===== src/sv/scdv_pkg.sv =====
// Shared types and codes for the saved-record chunk deframer and verifier.
// Used by scdv_ctrl and the top level save_chunk_deframer_verifier; depends on nothing.
package scdv_pkg;

    typedef enum logic [1:0] {
        FN_BEGIN    = 2'd0,
        FN_DATA     = 2'd1,
        FN_END      = 2'd2,
        FN_READ_ERR = 2'd3
    } t_func;

    typedef enum logic [2:0] {
        ST_OK        = 3'd0,
        ST_READ_FAIL = 3'd1,
        ST_BAD_HDR   = 3'd2,
        ST_TOO_NEW   = 3'd3,
        ST_BAD_COUNT = 3'd4,
        ST_TOO_LONG  = 3'd5,
        ST_SHORT     = 3'd6,
        ST_CHECKSUM  = 3'd7
    } t_status;

    typedef enum logic [1:0] {
        CFG_SAVE_SLOT     = 2'd0,
        CFG_MAX_BYTES     = 2'd1,
        CFG_KNOWN_VERSION = 2'd2,
        CFG_UNUSED        = 2'd3
    } t_cfg_index;

    typedef enum logic [2:0] {
        PH_IDLE = 3'b001,
        PH_HEAD = 3'b010,
        PH_REST = 3'b100
    } t_phase;

    localparam logic [7:0]  MAGIC_0       = 8'h50;  // 'P'
    localparam logic [7:0]  MAGIC_1       = 8'h53;  // 'S'
    localparam logic [15:0] CHECKSUM_SEED = 16'h5A5A;
    localparam logic [9:0]  MAX_BYTES_RST = 10'd1016;
    localparam int          HEADER_BYTES  = 8;

    typedef struct packed {
        logic [7:0] chunk_key;
        logic       key_valid;
        logic [7:0] payload_byte;
        logic       byte_valid;
        logic [9:0] byte_offset;
        logic       done_res;
        t_status    status;
        logic [9:0] payload_length;
        logic [7:0] rec_version;
    } t_result;

endpackage


===== src/sv/save_chunk_deframer_verifier.sv =====
// Top level of the saved-record chunk deframer and verifier: stream ports and output buffer.
// Instantiates scdv_ctrl; depends on scdv_pkg.
//
// The block takes one input beat per clock cycle while s_axis_tready is high. Its result,
// if it has one, is registered in the output buffer. A two-entry output buffer (result
// register plus skid register) sits in front of the master port, so input beats keep
// flowing while one result waits; s_axis_tready drops only when both entries are full.
// Header parsing, the payload offset and the rotate-and-add checksum update all complete
// in the cycle a beat is accepted. There is no clearing pass after reset.
module save_chunk_deframer_verifier #(
    parameter int KEY_BYTES     = 64,
    parameter int SLOT_CHUNKS   = 16,
    parameter int MAX_PAYLOAD   = 1016,
    parameter int KEY_BASE      = 0,
    parameter int FIRST_PAYLOAD = 56
) (
    input  logic        i_clk,
    input  logic        i_rst_n,
    input  logic        s_axis_tvalid,
    output logic        s_axis_tready,
    input  logic [7:0]  s_axis_tdata,   // data_byte[7:0]
    input  logic [1:0]  s_axis_tuser,   // func[1:0]
    output logic        m_axis_tvalid,
    input  logic        m_axis_tready,
    // chunk_key[7:0], payload_byte[15:8], byte_offset[25:16], status[28:26],
    // payload_length[38:29], rec_version[46:39], zero[47]
    output logic [47:0] m_axis_tdata,
    output logic [2:0]  m_axis_tuser,   // key_valid[0], byte_valid[1], done_res[2]
    input  logic        i_cfg_we,
    input  logic [1:0]  i_cfg_addr,
    input  logic [9:0]  i_cfg_wdata
);

    logic              accept;
    logic              has_result;
    scdv_pkg::t_result result;

    logic              r_out_valid, n_out_valid;
    logic              r_skid_valid, n_skid_valid;
    scdv_pkg::t_result r_out, n_out;
    scdv_pkg::t_result r_skid, n_skid;
    logic              push, pop;

    assign s_axis_tready = !r_skid_valid;
    assign accept        = s_axis_tvalid && s_axis_tready;
    assign push          = accept && has_result;
    assign pop           = r_out_valid && m_axis_tready;

    scdv_ctrl #(
        .KEY_BYTES    (KEY_BYTES),
        .SLOT_CHUNKS  (SLOT_CHUNKS),
        .MAX_PAYLOAD  (MAX_PAYLOAD),
        .KEY_BASE     (KEY_BASE),
        .FIRST_PAYLOAD(FIRST_PAYLOAD)
    ) u_ctrl (
        .i_clk       (i_clk),
        .i_rst_n     (i_rst_n),
        .i_accept    (accept),
        .i_func      (s_axis_tuser),
        .i_data_byte (s_axis_tdata),
        .i_cfg_we    (i_cfg_we),
        .i_cfg_addr  (i_cfg_addr),
        .i_cfg_wdata (i_cfg_wdata),
        .o_has_result(has_result),
        .o_result    (result)
    );

    always_comb begin
        n_out_valid  = r_out_valid;
        n_skid_valid = r_skid_valid;
        n_out        = r_out;
        n_skid       = r_skid;
        if (!r_out_valid || pop) begin
            if (r_skid_valid) begin
                // The skid entry is older; no push can happen while it is full.
                n_out        = r_skid;
                n_out_valid  = 1'b1;
                n_skid_valid = 1'b0;
            end else begin
                n_out       = result;
                n_out_valid = push;
            end
        end else if (push) begin
            n_skid       = result;
            n_skid_valid = 1'b1;
        end
    end

    always_ff @(posedge i_clk) begin
        if (!i_rst_n) begin
            r_out_valid  <= 1'b0;
            r_skid_valid <= 1'b0;
        end else begin
            r_out_valid  <= n_out_valid;
            r_skid_valid <= n_skid_valid;
        end
    end

    always_ff @(posedge i_clk) begin
        r_out  <= n_out;
        r_skid <= n_skid;
    end

    assign m_axis_tvalid = r_out_valid;
    assign m_axis_tdata  = {1'b0, r_out.rec_version, r_out.payload_length,
                            r_out.status, r_out.byte_offset, r_out.payload_byte,
                            r_out.chunk_key};
    assign m_axis_tuser  = {r_out.done_res, r_out.byte_valid, r_out.key_valid};

endmodule


===== src/sv/scdv_ctrl.sv =====
// Load sequencer: configuration registers, header parser, payload offsets and checksum.
// Computes the result of one accepted beat; depends on scdv_pkg.
module scdv_ctrl #(
    parameter int KEY_BYTES     = 64,
    parameter int SLOT_CHUNKS   = 16,
    parameter int MAX_PAYLOAD   = 1016,
    parameter int KEY_BASE      = 0,
    parameter int FIRST_PAYLOAD = 56
) (
    input  logic             i_clk,
    input  logic             i_rst_n,
    input  logic             i_accept,
    input  logic [1:0]       i_func,
    input  logic [7:0]       i_data_byte,
    input  logic             i_cfg_we,
    input  logic [1:0]       i_cfg_addr,
    input  logic [9:0]       i_cfg_wdata,
    output logic             o_has_result,
    output scdv_pkg::t_result o_result
);

    localparam int PW = $clog2(KEY_BYTES + 1);

    logic [3:0]        r_slot;
    logic [9:0]        r_max_bytes;
    logic [7:0]        r_known_version;

    scdv_pkg::t_phase  r_phase, n_phase;
    logic [4:0]        r_idx, n_idx;
    logic [PW-1:0]     r_pos, n_pos;
    logic [7:0]        r_version, n_version;
    logic [7:0]        r_chunks, n_chunks;
    logic [15:0]       r_length, n_length;
    logic [15:0]       r_hdr_cs, n_hdr_cs;
    logic [15:0]       r_cs, n_cs;
    logic [10:0]       r_rcv, n_rcv;

    logic [5:0]        next_idx;
    logic [4:0]        key_chunk;
    logic [7:0]        key_val;
    logic [15:0]       hdr_cs_full;
    logic              sum_ok;

    assign next_idx    = {1'b0, r_idx} + 6'd1;
    assign hdr_cs_full = {i_data_byte, r_hdr_cs[7:0]};
    assign sum_ok      = (r_cs == r_hdr_cs);
    assign key_val     = 8'(16'(KEY_BASE) + 16'(r_slot) * 16'(SLOT_CHUNKS)
                            + 16'(key_chunk));

    always_ff @(posedge i_clk) begin
        if (!i_rst_n) begin
            r_slot          <= '0;
            r_max_bytes     <= scdv_pkg::MAX_BYTES_RST;
            r_known_version <= '0;
        end else if (i_cfg_we) begin
            unique case (scdv_pkg::t_cfg_index'(i_cfg_addr))
                scdv_pkg::CFG_SAVE_SLOT:     r_slot          <= i_cfg_wdata[3:0];
                scdv_pkg::CFG_MAX_BYTES:     r_max_bytes     <= i_cfg_wdata;
                scdv_pkg::CFG_KNOWN_VERSION: r_known_version <= i_cfg_wdata[7:0];
                default: ;
            endcase
        end
    end

    always_comb begin
        n_phase      = r_phase;
        n_idx        = r_idx;
        n_pos        = r_pos;
        n_version    = r_version;
        n_chunks     = r_chunks;
        n_length     = r_length;
        n_hdr_cs     = r_hdr_cs;
        n_cs         = r_cs;
        n_rcv        = r_rcv;
        key_chunk    = '0;
        o_has_result = 1'b0;
        o_result     = '0;

        if (scdv_pkg::t_func'(i_func) == scdv_pkg::FN_BEGIN) begin
            n_phase   = scdv_pkg::PH_HEAD;
            n_idx     = '0;
            n_pos     = '0;
            n_version = '0;
            n_chunks  = '0;
            n_length  = '0;
            n_hdr_cs  = '0;
            n_cs      = scdv_pkg::CHECKSUM_SEED;
            n_rcv     = '0;
            o_has_result       = 1'b1;
            o_result.chunk_key = key_val;
            o_result.key_valid = 1'b1;
        end else if (r_phase != scdv_pkg::PH_IDLE) begin
            // Any done result carries the version seen so far; fields set below refine it.
            o_result.rec_version = r_version;
            unique case (scdv_pkg::t_func'(i_func))
                scdv_pkg::FN_READ_ERR: begin
                    o_has_result     = 1'b1;
                    o_result.done_res = 1'b1;
                    o_result.status  = scdv_pkg::ST_READ_FAIL;
                    n_phase          = scdv_pkg::PH_IDLE;
                end
                scdv_pkg::FN_END: begin
                    o_has_result = 1'b1;
                    if (r_phase == scdv_pkg::PH_HEAD
                            && r_pos < PW'(scdv_pkg::HEADER_BYTES)) begin
                        o_result.done_res = 1'b1;
                        o_result.status   = scdv_pkg::ST_BAD_HDR;
                        n_phase           = scdv_pkg::PH_IDLE;
                    end else if ({2'b00, next_idx} < r_chunks) begin
                        n_idx              = next_idx[4:0];
                        n_pos              = '0;
                        n_phase            = scdv_pkg::PH_REST;
                        key_chunk          = next_idx[4:0];
                        o_result.chunk_key = key_val;
                        o_result.key_valid = 1'b1;
                        o_result.rec_version = '0;
                    end else begin
                        o_result.done_res = 1'b1;
                        n_phase           = scdv_pkg::PH_IDLE;
                        if ({5'b0, r_rcv} != r_length) begin
                            o_result.status = scdv_pkg::ST_SHORT;
                        end else if (!sum_ok) begin
                            o_result.status = scdv_pkg::ST_CHECKSUM;
                        end else begin
                            o_result.status         = scdv_pkg::ST_OK;
                            o_result.payload_length = r_length[9:0];
                        end
                    end
                end
                scdv_pkg::FN_DATA: begin
                    if (r_pos < PW'(KEY_BYTES)) begin
                        n_pos = r_pos + PW'(1);
                        if (r_phase == scdv_pkg::PH_HEAD
                                && r_pos < PW'(scdv_pkg::HEADER_BYTES)) begin
                            unique case (r_pos[2:0])
                                3'd0: if (i_data_byte != scdv_pkg::MAGIC_0) begin
                                    o_has_result      = 1'b1;
                                    o_result.done_res = 1'b1;
                                    o_result.status   = scdv_pkg::ST_BAD_HDR;
                                    n_phase           = scdv_pkg::PH_IDLE;
                                end
                                3'd1: if (i_data_byte != scdv_pkg::MAGIC_1) begin
                                    o_has_result      = 1'b1;
                                    o_result.done_res = 1'b1;
                                    o_result.status   = scdv_pkg::ST_BAD_HDR;
                                    n_phase           = scdv_pkg::PH_IDLE;
                                end
                                3'd2: n_version = i_data_byte;
                                3'd3: n_chunks  = i_data_byte;
                                3'd4: n_length  = {8'h00, i_data_byte};
                                3'd5: n_length  = {i_data_byte, r_length[7:0]};
                                3'd6: n_hdr_cs  = {8'h00, i_data_byte};
                                default: begin
                                    n_hdr_cs = hdr_cs_full;
                                    priority if (r_version > r_known_version) begin
                                        o_has_result      = 1'b1;
                                        o_result.done_res = 1'b1;
                                        o_result.status   = scdv_pkg::ST_TOO_NEW;
                                        n_phase           = scdv_pkg::PH_IDLE;
                                    end else if (r_chunks == 8'd0
                                            || r_chunks > 8'(SLOT_CHUNKS)) begin
                                        o_has_result      = 1'b1;
                                        o_result.done_res = 1'b1;
                                        o_result.status   = scdv_pkg::ST_BAD_COUNT;
                                        n_phase           = scdv_pkg::PH_IDLE;
                                    end else if (r_length > 16'(MAX_PAYLOAD)
                                            || r_length > {6'b0, r_max_bytes}) begin
                                        o_has_result      = 1'b1;
                                        o_result.done_res = 1'b1;
                                        o_result.status   = scdv_pkg::ST_TOO_LONG;
                                        n_phase           = scdv_pkg::PH_IDLE;
                                    end else begin
                                        n_phase = r_phase;
                                    end
                                end
                            endcase
                        end else if ({5'b0, r_rcv} < r_length
                                && !(r_phase == scdv_pkg::PH_HEAD
                                     && r_rcv >= 11'(FIRST_PAYLOAD))) begin
                            o_has_result          = 1'b1;
                            o_result.payload_byte = i_data_byte;
                            o_result.byte_valid   = 1'b1;
                            o_result.byte_offset  = r_rcv[9:0];
                            n_cs  = {r_cs[14:0], r_cs[15]} + {8'h00, i_data_byte};
                            n_rcv = r_rcv + 11'd1;
                        end
                    end
                end
                default: ;
            endcase
        end
    end

    always_ff @(posedge i_clk) begin
        if (!i_rst_n) begin
            r_phase   <= scdv_pkg::PH_IDLE;
            r_idx     <= '0;
            r_pos     <= '0;
            r_version <= '0;
            r_chunks  <= '0;
            r_length  <= '0;
            r_hdr_cs  <= '0;
            r_cs      <= scdv_pkg::CHECKSUM_SEED;
            r_rcv     <= '0;
        end else if (i_accept) begin
            r_phase   <= n_phase;
            r_idx     <= n_idx;
            r_pos     <= n_pos;
            r_version <= n_version;
            r_chunks  <= n_chunks;
            r_length  <= n_length;
            r_hdr_cs  <= n_hdr_cs;
            r_cs      <= n_cs;
            r_rcv     <= n_rcv;
        end
    end

endmodule

===== config.mk =====
export PLATFORM = sky130hd
export DESIGN_NAME = save_chunk_deframer_verifier
export DESIGN_NICKNAME = d
export VERILOG_FILES = /design/src/sv/scdv_pkg.sv /design/src/sv/save_chunk_deframer_verifier.sv /design/src/sv/scdv_ctrl.sv
export SDC_FILE = /design/constraint.sdc
export NUM_CORES = 1
export LEC_CHECK = 0
export BUFFER_PORTS_ARGS = -buffer_cell sky130_fd_sc_hd__buf_2
export CAP_MARGIN = 20
export CORE_MARGIN = 2
export CORE_UTILIZATION = 55
export CTS_BUF_LIST = sky130_fd_sc_hd__clkbuf_4 sky130_fd_sc_hd__clkbuf_8 sky130_fd_sc_hd__clkbuf_16
export CTS_CLUSTER_SIZE = 24
export DETAILED_ROUTE_END_ITERATION = 10
export PLACE_DENSITY = 0.77
export SYNTH_ARGS = -nofsm -noshare
export SYNTH_HDL_FRONTEND = slang
export SYNTH_SLANG_ARGS = --single-unit

===== constraint.sdc =====
create_clock -name i_clk -period 4.55 [get_ports i_clk]
set_clock_uncertainty 0.05 [all_clocks]
set_input_delay 0.2275 -clock i_clk [delete_from_list [all_inputs] [get_ports i_clk]]
set_output_delay 0.2275 -clock i_clk [all_outputs]
set_load 0.01 [all_outputs]

== Yosys cells after proc, flatten, opt, wreduce, memory -nomap -nowiden ==
Cells that the tools add are included.
Widths: inputs -> output; s select.

* Register bits: 214

* $add $sub $neg: 5
* Magnitude comparators: 9
* Equal/unequal tests: 28
* Multiplexer cells: 106
* Bitwise logic cells: 2
* Reduce and logical (&&, ||, !) cells: 48

{| class="wikitable"
|+ Operators with widths
! operator !! count
|-
| $mux 16 || 16
|-
| $mux 8 || 13
|-
| $mux 50 || 2
|-
| $mux 11 || 6
|-
| $pmux 16 s2 || 2
|-
| $mux 19 || 3
|-
| $mux 5 || 10
|-
| $mux 41 || 1
|-
| $mux 3 || 13
|-
| $mux 18 || 2
|-
| $mux 9 || 4
|-
| $reduce_and 6->1 || 6
|-
| $mux 7 || 5
|-
| $mux 4 || 7
|-
| $pmux 4 s3 || 2
|-
| $mux 23 || 1
|-
| $reduce_bool 2->1 || 11
|-
| $mux 10 || 2
|-
| $pmux 3 s3 || 2
|-
| $add 16x8->16 || 1
|-
| $eq 16x16->1 || 1
|-
| $gt 16x10->1 || 1
|-
| $gt 16x10->1 const B || 1
|-
| $lt 11x16->1 || 1
|-
| other kinds (43) || 85
|}

== Longest topological paths before layout ==
* Depth in word-level cells: 14
* Mapped depth: 13

== Cells and area by module ==
Synthesis repeated with hierarchy kept, for this count alone.

* Cell total of the unflattened synthesis: 1035
* Area, all modules: 10995.5 um^2

{| class="wikitable"
|+ By module, submodules not included
! module !! instances !! cells each !! area an instance (um^2) !! sequential area each (um^2)
|-
| scdv_ctrl || 1 || 867 || 7040.5 || 2242.2
|-
| save_chunk_deframer_verifier || 1 || 168 || 3955.0 || 3042.9
|}

== Worst setup path before layout ==
Ideal clock, no wire load.

* Kind: register to register
* From: reg u_ctrl.r_length[0]
* To: reg r_skid[0] (netlist bit), enable pin
* Setup time: 0.458 ns
* Data arrival time: 3.904 ns
* Data required time: 4.042 ns
* Slack: 0.138 ns
* Stages on the path, launching flop included: 9
* Clock period less this slack: 4.412 ns
* Cells stage by stage: dfxtp_1 -> inv_1 -> ha_1 -> and4_1 -> a2111oi_0 -> nor3_1 -> a41oi_1 -> o31ai_2 -> nor2_1

* Word-level cells in the longest chain between the ends: 13
* Elaborated cells on any way between the ends: 17

{| class="wikitable"
|+ RTL lines
! what !! RTL line !! text
|-
| start: declaration || scdv_ctrl.sv:33 || <nowiki>logic [15:0] r_length, n_length;</nowiki>
|-
| start signal: assignment || scdv_ctrl.sv:211 || <nowiki>r_length <= n_length;</nowiki>
|-
| $gt 16x10->1 (on tied branches) || scdv_ctrl.sv:166, scdv_ctrl.sv:167 ||
|-
| $logic_or 1x1->1 || scdv_ctrl.sv:167 || <nowiki>|| r_length > {6'b0, r_max_bytes}) begin</nowiki>
|-
| $mux 1 || scdv_ctrl.sv:166 || <nowiki>end else if (r_length > 16'(MAX_PAYLOAD)</nowiki>
|-
| $mux 1 || scdv_ctrl.sv:160 || <nowiki>end else if (r_chunks == 8'd0</nowiki>
|-
| $mux 1 || scdv_ctrl.sv:155 || <nowiki>priority if (r_version > r_known_version) begin</nowiki>
|-
| $pmux 1 s3 || scdv_ctrl.sv:135 || <nowiki>unique case (r_pos[2:0])</nowiki>
|-
| $mux 1 * || scdv_ctrl.sv:133 || <nowiki>if (r_phase == scdv_pkg::PH_HEAD</nowiki>
|-
| $mux 1 * || scdv_ctrl.sv:131 || <nowiki>if (r_pos < PW'(KEY_BYTES)) begin</nowiki>
|-
| $pmux 1 s2 * || scdv_ctrl.sv:95 || <nowiki>unique case (scdv_pkg::t_func'(i_func))</nowiki>
|-
| $mux 1 * || scdv_ctrl.sv:92 || <nowiki>end else if (r_phase != scdv_pkg::PH_IDLE) begin</nowiki>
|-
| $mux 1 * || scdv_ctrl.sv:79 || <nowiki>if (scdv_pkg::t_func'(i_func) == scdv_pkg::FN_BEGIN) begin</nowiki>
|-
| $logic_and 1x1->1 * || save_chunk_deframer_verifier.sv:46 || <nowiki>assign push = accept && has_result;</nowiki>
|-
| $reduce_and 2->1 (no line) * || -- ||
|-
| end signal: assignment || save_chunk_deframer_verifier.sv:101 || <nowiki>r_skid <= n_skid;</nowiki>
|-
| end: declaration || save_chunk_deframer_verifier.sv:41 || <nowiki>scdv_pkg::t_result r_skid, n_skid;</nowiki>
|}

Every way passes the cells marked *; elsewhere a longest branch is shown, timed or not.
A chain may end at the register's enable or synchronous reset.

==> impl_metrics.py <==
metrics = {
    "status": {
        "status": "complete, no violations",
    },
    "global_route": {
        "grt_max_degree": 57,
        "antenna_found_initial": 0,
        "gr-total-overflow": 0,
        "grt_pass1_vias": 7480,
        "grt_pass1_wl_um": 39100,
        "track_usage_pct": 24.3,
    },
    "clocking": {
        "cts_tree": "built",
        "clkLatencyLatePin_ps": 510,
        "max-clock-path-buffers": 3,
        "cts_buffers": 22,
        "htree_num_levels": 1,
        "cts_root_buf": "clkbuf_16",
        "path_clk_slew_ps": 70,
        "cts_sinks": 214,
    },
    "final_layout": {
        "fill_cells": 1492,
        "final_cell_area_sq_um": 12000,
        "nets": 1189,
        "areaGrowthSynthToFinish_pct": 14.1,
        "drive_above_1_share_pct": 17.1,
        "antenna_cells": 0,
        "seq_area_sq_um": 5290,
        "multiInputGateArea_sq_um": 4920,
    },
    "placement": {
        "gp_congestion": 0.958,
        "dp_hpwl_um": 17200,
        "io_buffers": 78,
        "dpl-instance-area_sq_um": 11200,
    },
    "route": {
        "drt_iter0_drc": 578,
        "viasPerCell": 5.86,
        "ant_nets": 0,
        "wl_per_cell_um": 18.2,
        "drc": 0,
        "vias": 7939,
        "finalWirelength_um": 24600,
        "first_pass_iters": 5,
    },
    "logic_synthesis": {
        "synth_nets": 1104,
        "synthArstFlopShare_pct": 0,
        "netlist.area_leader.share_pct": 28.5,
        "ys.flop_type": "dfxtp_1",
        "synth.distinct_cells": 75,
        "synth-seq-cells": 214,
        "ys_warn_count": 0,
        "synthCells": 1020,
        "yosys-top-cells-area": "edfxtp_1 28%, dfxtp_1 22%, ha_1 6.6%",
        "synth.avg_cell_area_sq_um": 10.3,
        "yosysTopAreaCell": "edfxtp_1",
        "synth_edf_count": 100,
        "syn_area_sq_um": 10500,
        "yosysSeqAreaShare_pct": 50.1,
    },
    "critical_path": {
        "critPathKind": "flop to flop",
        "path_common_cell": "ha_1",
        "cp_max_fo": 8,
        "critical-path-max-stage-delay_ps": 480,
        "crit_slowest_cell": "dfxtp_1",
        "cp-end-kind": "flop",
        "path_delay_family": "adder cells",
        "cp.buffers_inverters": 1,
        "critPathArrivalTime_ps": 3700,
        "start_kind": "flop",
        "required_ps": 4770,
        "critical_path.cell_chain": "ha_1 -> xor2_1 -> ha_1 -> a211o_1 -> a31o_2 -> a21o_1 -> nor2_1 -> buf_4 -> and3_1 -> ha_1 -> ha_1 -> and2_1 -> mux2_2",
    },
    "sta": {
        "min_period_ps": 3480,
        "fin_crit_sh_pct": 76.6,
        "finalMaxSlewViolations": 0,
        "tns_ps": 0,
        "fmax_mhz": 287,
        "hold_viol_final": 0,
        "grt_setup_unrepaired": "no",
        "setup_viol": 0,
        "worst_pin_slew_ps": 995,
        "slew_headroom_pct": 33.6,
    },
    "floorplanning": {
        "chipHeight_um": 142,
        "die_area_sq_um": 20300,
        "ios": 80,
        "fp.dieW_um": 142,
        "start_util_pct": 56.2,
        "core_area_sq_um": 18800,
        "rows": 50,
    },
    "run": {
        "max_cap_viol_count": 0,
    },
    "pwr": {
        "vdd_drop_max_mv": 0.214,
        "leakagePower_nw": 4.88,
        "power.density_nw_per_um2": 347,
    },
    "worst_hold_path": {
        "hp-class": "input pin to flop",
    },
}
[power breakdown]
| part | leakage [nW] | internal [mW] | switching [mW] |
|---|---|---|---|
| Clock | 0.371 | 1.08 | 0.748 |
| Combinational | 2.55 | 0.105 | 0.186 |
| Sequential | 1.96 | 2.04 | 0.0218 |
| Total | 4.88 | 3.22 | 0.956 |
[kinds of logic after synthesis]
logic type	after synthesis	share of synthesized area [%]
and+or+nand+nor	374	18.2
DFF	214	50.1
AOI/OAI and AO/OA	169	10.5
buffers and inverters	89	3.35
muxes	73	7.43
adders and majority gates	57	6.84
xor gates and xnor gates	43	3.57
other	1	0.0356
[repair_timing]
item	CTS	global route
hold endpoints to repair	22	0
endpoints found under the setup margin	0	0
gates resized for setup	0	0
hold buffers	10	0
buffers inserted	0	0
[state kept, by name (all words and copies together), names as in the netlist, 10 cells and up]
signal	count
u_ctrl.r_rcv	11
m_axis_tdata	47
u_ctrl.r_length	16
u_ctrl.r_hdr_cs	16
u_ctrl.r_max_bytes	10
u_ctrl.r_cs	16
r_skid	50
[synth_stat cells, drive strengths merged (10+ instances only)]
cell    number
and3        10
edfxtp     100
xnor2       24
mux2        42
inv         48
o211ai      12
clkbuf      32
nand2       68
a22oi       16
dfxtp      114
nand3       42
nand2b      15
nor4        13
o21ai       31
ha          56
and2        42
nand4       11
a21oi       50
nor2b       15
xor2        19
mux2i       31
nor3        23
nor2       105
[per-layer routing]
layer | global-route usage, % | part of all wire, % | up-vias
met3 | 3.73 | 6.0 | 45
li1 | - | - | 3848
met4 | 8.29 | 2.9 | 0
met1 | 32.9 | 44 | 3803
met2 | 39.9 | 47 | 243
met5 | 0 | 0 | -
[cell type report]
type                            count  share of cell area [%]
Sequential cell                   214                    44.0
Timing Repair Buffer              101                    4.99
Tap cell                          234                    2.43
Multi-Input combinational cell    717                    40.9
Clock inverter                     10                   0.708
Clock buffer                       30                    5.47
Inverter                           49                    1.53
[worst paths after layout]
check                                       start                 to  slack, ps  depth (start not counted)
worst max register to register    u_ctrl.r_idx[0]    m_axis_tdata[5]       1070                         13
worst min-delay path              s_axis_tdata[3]         r_skid[36]         70                          2
worst min register to register  u_ctrl.r_phase[1]  u_ctrl.r_phase[1]        430                          2
worst max-delay path              u_ctrl.r_idx[0]    m_axis_tdata[5]       1070                         13
[placed cells by master (no fill, tap or decap), types with 3 or more instances in the layout]
cell type,instances
a211oi_1,6
nand4_1,11
ha_1,56
clkbuf_4,4
xor2_1,19
clkbuf_16,24
o32ai_1,3
a21o_1,5
a21oi_1,49
or2_2,3
nor2b_1,15
mux2_2,42
nor3_1,22
nand2_1,68
and4_1,3
buf_2,78
a22oi_1,16
o21a_1,4
nor3b_1,9
nor4_1,10
o21ai_0,30
o21bai_1,3
buf_4,12
inv_1,47
o211ai_1,12
dfxtp_1,114
nand3_1,42
a31oi_1,8
xnor2_1,24
nand2b_1,14
dlygate4sd3_1,10
mux2i_1,31
o31ai_1,8
or3_1,6
and2_1,41
edfxtp_1,100
and3_1,10
nor2_1,101
[through the flow]
| step | instances | worst slack (ps) | power [mW] | util, % | hold slack (ps) |
|---|---|---|---|---|---|
| floorplan | 1020 | 138 | 2.28 | - | 313 |
| global placement | 1305 | 1160 | 2.37 | 59.6 | 394 |
| detailed placement | 1305 | 1080 | 2.38 | 59.6 | 400 |
| CTS | 1355 | 1070 | 4.21 | 64.1 | 40.4 |
| global route | 1355 | 868 | 4.30 | 64.1 | 46.7 |
| finish | 1355 | 1070 | 4.18 | 64.1 | 66.7 |
Note: power is estimated with default switching activity, not from simulation.
